--- src/sv/tpdvm_pkg.sv ---
`timescale 1ns / 1ps
// ----------------------------------------------------------------------------
// tpdvm_pkg
// Shared types and constants of the two-phase dosing volume monitor.
// ----------------------------------------------------------------------------
package tpdvm_pkg;

	localparam int CfgIdxW = 3;
	localparam int CfgDataW = 16;

	localparam logic [CfgIdxW-1:0] CFG_JUICE_TARGET = 3'd0;
	localparam logic [CfgIdxW-1:0] CFG_WATER_TARGET = 3'd1;
	localparam logic [CfgIdxW-1:0] CFG_JUICE_GAIN   = 3'd2;
	localparam logic [CfgIdxW-1:0] CFG_WATER_GAIN   = 3'd3;
	localparam logic [CfgIdxW-1:0] CFG_AREA         = 3'd4;

	localparam logic [1:0] ACT_SAMPLE      = 2'd0;
	localparam logic [1:0] ACT_START_JUICE = 2'd1;
	localparam logic [1:0] ACT_START_WATER = 2'd2;

	localparam logic [1:0] PH_IDLE  = 2'd0;
	localparam logic [1:0] PH_JUICE = 2'd1;
	localparam logic [1:0] PH_WATER = 2'd2;
	localparam logic [1:0] PH_DONE  = 2'd3;

	// ceil(2^20 / 10) and ceil(2^21 / 5): exact over the operand ranges used
	localparam logic signed [19:0] RECIP10 = 20'sd104858;
	localparam logic signed [19:0] RECIP5  = 20'sd419431;

	// saturation bounds of the pre-divided volume, 5 * 2^15
	localparam logic signed [24:0] M_HI = 25'sd163839;
	localparam logic signed [24:0] M_LO = -25'sd163840;

	typedef enum logic [2:0] {
		ST_IDLE,
		ST_DRIFT,
		ST_AREA,
		ST_DIV,
		ST_THR,
		ST_FIN
	} st_t;

endpackage

--- src/sv/two_phase_dosing_volume_monitor.sv ---
`timescale 1ns / 1ps
// ----------------------------------------------------------------------------
// two_phase_dosing_volume_monitor
// Tracks baseline and filtered volume of a juice phase and a water phase,
// advancing the phase on threshold; one shared 20x20 multiplier, sequenced.
// ----------------------------------------------------------------------------
// Sequence: a sample in the juice or water phase passes the drift, area,
// divide and threshold steps on the one multiplier, then the finish step;
// start items and ignored samples go straight to the finish step, which
// waits while the result is stalled. No new item is taken until idle again.
// Reset: asynchronous for the sequencer, settings and phase state: phase idle,
// volumes and baselines zero, no result pending; data registers are not reset.
module two_phase_dosing_volume_monitor (
	input  logic                           clk,
	input  logic                           arst_n,
	input  logic                           cfg_we,
	input  logic [tpdvm_pkg::CfgIdxW-1:0]  cfg_index,
	input  logic [tpdvm_pkg::CfgDataW-1:0] cfg_data,
	input  logic                           sample_valid,
	output logic                           sample_stall,
	input  logic [1:0]                     action,
	input  logic [15:0]                    distance_mm,
	input  logic                           pump_on,
	output logic                           result_valid,
	input  logic                           result_stall,
	output logic [1:0]                     phase,
	output logic signed [15:0]             volume_ml,
	output logic [15:0]                    baseline_mm,
	output logic                           advanced
);
	import tpdvm_pkg::*;

	st_t st_q, st_nxt;

	logic [7:0]  juice_target_q, water_target_q;
	logic [15:0] juice_gain_q, water_gain_q, area_q;

	logic [1:0]         phase_q;
	logic [15:0]        juice_base_q, water_base_q;
	logic signed [15:0] juice_vol_q, water_vol_q;

	logic [1:0]  act_q;
	logic [15:0] dist_q;
	logic        pump_q;
	logic signed [39:0] prod_q;
	logic        sat_hi_q, sat_lo_q;

	logic        res_valid_q;
	logic [1:0]  res_phase_q;
	logic signed [15:0] res_vol_q;
	logic [15:0] res_base_q;
	logic        res_adv_q;

	logic signed [19:0] mul_a, mul_b;
	logic signed [39:0] prod;
	logic en_base, en_vol, fin_go;

	logic               accept;
	logic               tracking;
	logic [15:0]        cur_base;
	logic signed [15:0] cur_vol;
	logic               below;
	logic [16:0]        diff5;
	logic [15:0]        base_new;
	logic signed [16:0] hgt;
	logic signed [33:0] prod_ext, vol_ext, vol_sum;
	logic signed [24:0] m_val, m_off;
	logic               sat_hi, sat_lo;
	logic [15:0]        quo5;
	logic signed [15:0] vol_new;
	logic signed [24:0] vol_scaled, thr_val;
	logic               trk_q_item, adv;
	logic [1:0]         phase_nxt;
	logic [15:0]        out_base;
	logic signed [15:0] out_vol;

	assign accept = sample_valid && !sample_stall;
	assign sample_stall = (st_q != ST_IDLE);
	assign tracking = (phase_q == PH_JUICE) || (phase_q == PH_WATER);

	assign cur_base = (phase_q == PH_JUICE) ? juice_base_q : water_base_q;
	assign cur_vol  = (phase_q == PH_JUICE) ? juice_vol_q : water_vol_q;

	// baseline drift
	assign below    = dist_q < cur_base;
	assign diff5    = {1'b0, cur_base} - {1'b0, dist_q} + 17'd5;
	assign base_new = cur_base - {3'b000, prod_q[32:20]};
	assign hgt      = signed'({1'b0, dist_q}) - signed'({1'b0, base_new});

	// volume filter: n = area * h + 2304 * v + 1280, then /512 and /5
	assign prod_ext = signed'({prod_q[32], prod_q[32:0]});
	assign vol_ext  = {{18{cur_vol[15]}}, cur_vol};
	assign vol_sum  = prod_ext + (vol_ext <<< 11) + (vol_ext <<< 8) + 34'sd1280;
	assign m_val    = vol_sum[33:9];
	assign sat_hi   = m_val > M_HI;
	assign sat_lo   = m_val < M_LO;
	assign m_off    = m_val - M_LO;
	assign quo5     = prod_q[36:21];
	always_comb begin
		priority if (sat_hi_q) begin
			vol_new = 16'sh7FFF;
		end else if (sat_lo_q) begin
			vol_new = 16'sh8000;
		end else begin
			vol_new = signed'({~quo5[15], quo5[14:0]});
		end
	end

	// threshold
	assign vol_scaled = {cur_vol[15], cur_vol, 8'h00};
	assign thr_val    = signed'({1'b0, prod_q[23:0]});
	assign trk_q_item = (act_q == ACT_SAMPLE) && tracking;
	assign adv        = trk_q_item && pump_q && (vol_scaled >= thr_val);

	always_comb begin
		priority if (act_q == ACT_START_JUICE) begin
			phase_nxt = PH_JUICE;
		end else if (act_q == ACT_START_WATER) begin
			phase_nxt = PH_WATER;
		end else if (adv) begin
			phase_nxt = phase_q + 2'd1;
		end else begin
			phase_nxt = phase_q;
		end
	end

	always_comb begin
		priority if (act_q == ACT_START_JUICE || act_q == ACT_START_WATER) begin
			out_base = dist_q;
			out_vol  = '0;
		end else if (phase_nxt == PH_IDLE) begin
			out_base = '0;
			out_vol  = '0;
		end else if (phase_nxt == PH_JUICE) begin
			out_base = juice_base_q;
			out_vol  = juice_vol_q;
		end else begin
			out_base = water_base_q;
			out_vol  = water_vol_q;
		end
	end

	// sequencer: next state
	always_comb begin
		st_nxt = st_q;
		unique case (st_q)
			ST_IDLE: begin
				if (accept) begin
					if (action == ACT_SAMPLE && tracking)
						st_nxt = ST_DRIFT;
					else
						st_nxt = ST_FIN;
				end
			end
			ST_DRIFT: st_nxt = ST_AREA;
			ST_AREA:  st_nxt = ST_DIV;
			ST_DIV:   st_nxt = ST_THR;
			ST_THR:   st_nxt = ST_FIN;
			ST_FIN: begin
				if (!(res_valid_q && result_stall))
					st_nxt = ST_IDLE;
			end
			default:  st_nxt = ST_IDLE;
		endcase
	end

	// sequencer: multiplier operands and enables
	always_comb begin
		mul_a   = '0;
		mul_b   = '0;
		en_base = 1'b0;
		en_vol  = 1'b0;
		fin_go  = 1'b0;
		unique case (st_q)
			ST_IDLE: ;
			ST_DRIFT: begin
				mul_a = below ? signed'({3'b000, diff5}) : '0;
				mul_b = RECIP10;
			end
			ST_AREA: begin
				mul_a   = signed'({4'h0, area_q});
				mul_b   = {{3{hgt[16]}}, hgt};
				en_base = 1'b1;
			end
			ST_DIV: begin
				mul_a = signed'({1'b0, m_off[18:0]});
				mul_b = RECIP5;
			end
			ST_THR: begin
				mul_a  = (phase_q == PH_JUICE) ? signed'({12'h000, juice_target_q})
				                               : signed'({12'h000, water_target_q});
				mul_b  = (phase_q == PH_JUICE) ? signed'({4'h0, juice_gain_q})
				                               : signed'({4'h0, water_gain_q});
				en_vol = 1'b1;
			end
			ST_FIN: fin_go = !(res_valid_q && result_stall);
			default: ;
		endcase
	end

	assign prod = mul_a * mul_b;

	always_ff @(posedge clk or negedge arst_n) begin
		if (!arst_n) begin
			st_q           <= ST_IDLE;
			juice_target_q <= 8'd40;
			water_target_q <= 8'd150;
			juice_gain_q   <= 16'd4096;
			water_gain_q   <= 16'd4874;
			area_q         <= 16'd0;
			phase_q        <= PH_IDLE;
			juice_base_q   <= '0;
			water_base_q   <= '0;
			juice_vol_q    <= '0;
			water_vol_q    <= '0;
			res_valid_q    <= 1'b0;
		end else begin
			st_q <= st_nxt;
			if (cfg_we) begin
				unique case (cfg_index)
					CFG_JUICE_TARGET: juice_target_q <= cfg_data[7:0];
					CFG_WATER_TARGET: water_target_q <= cfg_data[7:0];
					CFG_JUICE_GAIN:   juice_gain_q   <= cfg_data;
					CFG_WATER_GAIN:   water_gain_q   <= cfg_data;
					CFG_AREA:         area_q         <= cfg_data;
					default: ;
				endcase
			end
			if (en_base) begin
				if (phase_q == PH_JUICE)
					juice_base_q <= base_new;
				else
					water_base_q <= base_new;
			end
			if (en_vol) begin
				if (phase_q == PH_JUICE)
					juice_vol_q <= vol_new;
				else
					water_vol_q <= vol_new;
			end
			if (fin_go) begin
				phase_q <= phase_nxt;
				if (act_q == ACT_START_JUICE) begin
					juice_base_q <= dist_q;
					juice_vol_q  <= '0;
				end else if (act_q == ACT_START_WATER) begin
					water_base_q <= dist_q;
					water_vol_q  <= '0;
				end
			end
			if (fin_go)
				res_valid_q <= 1'b1;
			else if (!result_stall)
				res_valid_q <= 1'b0;
		end
	end

	always_ff @(posedge clk) begin
		if (accept) begin
			act_q  <= action;
			dist_q <= distance_mm;
			pump_q <= pump_on;
		end
		// threshold product is held while the finish step waits
		if (st_q != ST_FIN)
			prod_q <= prod;
		if (st_q == ST_DIV) begin
			sat_hi_q <= sat_hi;
			sat_lo_q <= sat_lo;
		end
		if (fin_go) begin
			res_phase_q <= phase_nxt;
			res_vol_q   <= out_vol;
			res_base_q  <= out_base;
			res_adv_q   <= adv;
		end
	end

	assign result_valid = res_valid_q;
	assign phase        = res_phase_q;
	assign volume_ml    = res_vol_q;
	assign baseline_mm  = res_base_q;
	assign advanced     = res_adv_q;

	a_rise_after_fin: assert property (@(posedge clk) disable iff (!arst_n)
		$rose(result_valid) |-> $past(st_q == ST_FIN))
		else $error("result without finish step");

	a_adv_phase: assert property (@(posedge clk) disable iff (!arst_n)
		result_valid && advanced |-> (phase == PH_WATER || phase == PH_DONE))
		else $error("advance into invalid phase");

	a_idle_zero: assert property (@(posedge clk) disable iff (!arst_n)
		result_valid && phase == PH_IDLE |-> volume_ml == 16'sd0 && baseline_mm == 16'd0)
		else $error("idle result not zero");

	a_accept_busy: assert property (@(posedge clk) disable iff (!arst_n)
		sample_valid && !sample_stall |=> st_q != ST_IDLE)
		else $error("accepted transaction not started");

endmodule

--- config.mk ---
export PLATFORM = sky130hd
export DESIGN_NAME = two_phase_dosing_volume_monitor
export DESIGN_NICKNAME = d
export VERILOG_FILES = /design/src/sv/tpdvm_pkg.sv /design/src/sv/two_phase_dosing_volume_monitor.sv
export SDC_FILE = /design/constraint.sdc
export NUM_CORES = 1
export LEC_CHECK = 0
export BUFFER_PORTS_ARGS = -buffer_cell sky130_fd_sc_hd__buf_2
export CAP_MARGIN = 20
export CORE_AREA = 8 8 210 312
export DETAILED_ROUTE_END_ITERATION = 16
export DIE_AREA = 0 0 218 320
export PLACE_DENSITY_LB_ADDON = 0.25
export SYNTH_ARGS = -nofsm -noshare
export SYNTH_HDL_FRONTEND = slang
export SYNTH_SLANG_ARGS = --single-unit
--- constraint.sdc ---
create_clock -name clk -period 17.9 [get_ports clk]
set_clock_uncertainty 0.1 [all_clocks]
set_input_delay 1.79 -clock clk [delete_from_list [all_inputs] [get_ports clk]]
set_output_delay 1.79 -clock clk [all_outputs]
set_load 0.05 [all_outputs]
==> results list <==
* Status: finished, final reports clean
- First drt pass iteration count: 6
- The count of buffers added on input and output ports is 79.
- After synthesis, the share of flip-flops with an asynchronous set or reset is between 50% and 60%.
* Site Rows: 111
* Critical Setup Path Class: flip-flop to flip-flop
- Number of instances on the worst hold path: 1
* CTS clock-pin slew for the worst setup and hold paths: approximately 0.060 ns
- Antenna-violating nets left: 0
* Worst setup slack for register-to-register paths: between 4 and 5 ns
- Number of flops mapped to enable cells by yosys: 93
- For this run the aggregate overflow at the end of global routing stands at 0.
- Max-cap violations in this run came to 0.
- In the post-synthesis netlist, the biggest area contributors are sky130_fd_sc_hd__fa_1, sky130_fd_sc_hd__ha_1, sky130_fd_sc_hd__dfrtp_1, sky130_fd_sc_hd__edfxtp_1, sky130_fd_sc_hd__inv_1.
- Insertion delay of the later-clocked pin in the worst-skew pair: roughly 0.55 ns
* Die area: ~70,000 um2
* Total of warnings raised by yosys: 0
- Mean cell area of the mapped netlist: between 9 and 10 um2
* Count of clock tree sinks: approximately 230
- DPL Wire Length: a little under 70,000 um
- TritonCTS built the clock tree.
* Detail-routed net length per standard cell: between 20 and 25 um
- Crit path max fanout: 54
- The number of pins with negative max-slew slack in the final report came to 0.
* Starting DRT DRC Count: roughly 1,800
- The worst pin sits at a relative slew slack of a little under a quarter.
- For the pin with the worst max-slew slack, the measured transition is ~1.1 ns.
- Synth Instances: 2,846
- The path class of the tightest hold or removal check is flip-flop to flip-flop.
* Worst path buffer plus inverter count: 5
* Last weighted congestion value of the routability-driven placer: 0.987
- Vias per cell: roughly 5.7
- Worst path slowest cell: sky130_fd_sc_hd__o22ai_2
* Top cell type's share of synthesized area: approximately a quarter
- The region available for standard cell placement spans roughly 60,000 um2.
- Buffers inserted during clock tree synthesis total 24.
- CTS placed an instance of sky130_fd_sc_hd__clkbuf_16 at the clock tree root.
- Summing every instance area after synthesis gives between 20,000 and 30,000 um2.
- The first global-routing pass estimated 129,000 um of wire.
* Buffer depth of the longest clock path: 3
* Instance area at placement: approximately 29,000 um2
* Most used cell, CP: sky130_fd_sc_hd__fa_1
- Sort of element at the start of the critical path: flip-flop
- The initial antenna violation count is 1.
* Share of the cycle needed by the critical path after routing: about 74%
- Maximum clock frequency: 75.1 MHz
- Setup violations remaining at the end of the flow were counted as 0.
* Pin count of the biggest net entering global routing: 76
- The worst register-to-register path begins at phase_q[1].
- On the worst path, the slowest cell contributes a delay of between 0.7 and 0.8 ns.
- The floorplan step set the die height to approximately 320 um.
- Crit path required time: approximately 18 ns
- The final hold violation count was 0.
- The routed layout has around 21,000 vias.
* Post-cts hold buffer count: 0
* Share of layout cells above drive strength 1: around 11%
- CTS-repair resized insts: 0
* Number of distinct library cells after synthesis: 93
* Worst Reg-to-Reg Cells: 45
* Post-synthesis register bit count: 227
- Setup tns final: 0 ns
- The worst register-to-register path ends at prod_q[36].
* Most used cells in the layout excluding fill and tap cells: sky130_fd_sc_hd__inv_1, sky130_fd_sc_hd__fa_1, sky130_fd_sc_hd__nor2_1
* Time the final worst path needs with I/O delays and setup: about 13 ns
- For the worst setup path, the data arrival time is ~13 ns.
- Design area: slightly below 30,000 um2
- Leaving out fill and tap cells, the most frequent cell in the layout is sky130_fd_sc_hd__inv_1.
* Top Family by Delay on Critical Path: adder cells
- After the last flow step, the layout net total stands at between 3,000 and 4,000.
* Area leader, netlist: sky130_fd_sc_hd__fa_1
* CP endpoint kind: flip-flop
- Global routing used 23.8% of the available tracks.
- The layout has between 5,000 and 6,000 filler cells.
- The critical path runs through a total of 45 cells.
* Clock H-tree levels: 1
* Area grow syn2layout: 8.78%
- The multi-input combinational cells in the finished layout cover a total of between 15,000 and 20,000 um2.
* Unrepaired setup endpoints after global routing: false
* Post-synthesis sequential area ratio: approximately 23%
* Total length of routed wires: roughly 84,000 um
* Number of top-level design ports: 80
- Chip Width: around 220 um
* Post-CTS Setup Repair Bufs: 0
- End point of the critical path: prod_q[36]
- Vias in the first global route: about 23,000
- Starting utilization of the core area: 44.7%
- In this run the worst setup path begins at phase_q[1].
* Ys flop type: sky130_fd_sc_hd__dfrtp_1
* Sequential cell area: 6160 um2
- In the routed design, unresolved DRC markers number 0.
## worst register-to-register path, delay by kind of cell, from the launching register on
kind                     cells  cell delay [ns]
buffers and inverters        5             0.90
XOR/XNOR                     3             0.81
AND/OR/NAND/NOR              7             0.94
flip-flops                   1             0.37
adder cells (fa/ha/maj)     12             5.13
multiplexers                 1             0.47
AO/OA/AOI/OAI               17             4.35
## cells by family after synthesis
| group | share of synthesized area [%] |
|---|---|
| xor+xnor | 3.20 |
| compound gates | 12.5 |
| buf+inv | 7.93 |
| flops | 22.7 |
| mux | 5.39 |
| fa+ha+maj | 36.7 |
| other cells | 0.0276 |
| simple gates | 11.6 |
## worst min-delay path by stage
stage,startpoint,end,slack [ns]
floorplan,dist_q[0],juice_base_q[0],0.37
global placement,water_gain_q[5],water_gain_q[5],0.39
detailed placement,water_gain_q[14],water_gain_q[14],0.40
CTS,water_gain_q[14],water_gain_q[14],0.41
global route,area_q[4],area_q[4],0.43
finish,area_q[4],area_q[4],0.41
## cell usage after synthesis, types with 5 or more instances
cell                        instances
sky130_fd_sc_hd__inv_1            465
sky130_fd_sc_hd__fa_1             323
sky130_fd_sc_hd__nor2_1           282
sky130_fd_sc_hd__ha_1             277
sky130_fd_sc_hd__nand2_1          253
sky130_fd_sc_hd__a21oi_1          148
sky130_fd_sc_hd__dfrtp_1          122
sky130_fd_sc_hd__mux2_2            99
sky130_fd_sc_hd__edfxtp_1          93
sky130_fd_sc_hd__clkbuf_1          86
sky130_fd_sc_hd__o21ai_0           73
sky130_fd_sc_hd__a211oi_1          66
sky130_fd_sc_hd__xnor2_1           63
sky130_fd_sc_hd__a21o_1            42
sky130_fd_sc_hd__mux2i_1           35
sky130_fd_sc_hd__a221oi_1          30
sky130_fd_sc_hd__xor2_1            30
sky130_fd_sc_hd__and2_1            27
sky130_fd_sc_hd__nand3_1           27
sky130_fd_sc_hd__nor3_1            23
sky130_fd_sc_hd__nand2b_1          22
sky130_fd_sc_hd__nor2b_1           19
sky130_fd_sc_hd__a221o_1           18
sky130_fd_sc_hd__and3_1            16
sky130_fd_sc_hd__o21a_1            16
sky130_fd_sc_hd__dfstp_2           12
sky130_fd_sc_hd__o21bai_1          12
sky130_fd_sc_hd__buf_1             10
sky130_fd_sc_hd__a31oi_1            8
sky130_fd_sc_hd__or2_2              8
sky130_fd_sc_hd__a2111oi_0          7
sky130_fd_sc_hd__buf_2              7
sky130_fd_sc_hd__nand4_1            7
sky130_fd_sc_hd__o22ai_1            7
sky130_fd_sc_hd__or3_1              6
sky130_fd_sc_hd__a22oi_1            5
sky130_fd_sc_hd__o211ai_1           5
sky130_fd_sc_hd__o31ai_1            5
## per-stage QoR
step | util (%) | instances | setup slack (ns) | hold WS [ns]
4_1_cts | 48.5 | 3717 | 4.74 | 0.410
6_report | 48.6 | 3721 | 4.58 | 0.408
3_3_place_gp | 47.1 | 3672 | 5.12 | 0.386
5_1_grt | 48.6 | 3721 | 4.02 | 0.426
3_5_place_dp | 47.1 | 3673 | 4.78 | 0.396
2_1_floorplan | - | 2860 | 5.89 | 0.375
## layer usage
layer / routed length [um] / GRT usage, %
met3: 4120 / 2.46
met2: 43400 / 43.2
met5: 0 / 0
met4: 6840 / 16.8
met1: 29200 / 25.4
## sequential cells by signal, summed over array words and instances, names as in the netlist
| name | count |
|---|---|
| act_q | 2 |
| advanced | 1 |
| area_q | 16 |
| baseline_mm | 16 |
| dist_q | 16 |
| juice_base_q | 16 |
| juice_gain_q | 16 |
| juice_target_q | 8 |
| juice_vol_q | 16 |
| phase | 2 |
| phase_q | 2 |
| prod_q | 37 |
| pump_q | 1 |
| result_valid | 1 |
| sat_hi_q | 1 |
| sat_lo_q | 1 |
| st_q | 3 |
| volume_ml | 16 |
| water_base_q | 16 |
| water_gain_q | 16 |
| water_target_q | 8 |
| water_vol_q | 16 |
## final cells by class
type	count	share of cell area [%]
Clock inverter	12	0.415
Timing Repair Buffer	129	2.72
Tap cell	791	3.35
Clock buffer	32	2.45
Sequential cell	227	20.8
Antenna cell	1	0.00847
Inverter	467	5.93
Multi-Input combinational cell	2062	64.3
Power is left out: the tool's default activity adds up to more than one toggle a clock period on the data nets, which glitch-free logic cannot reach.
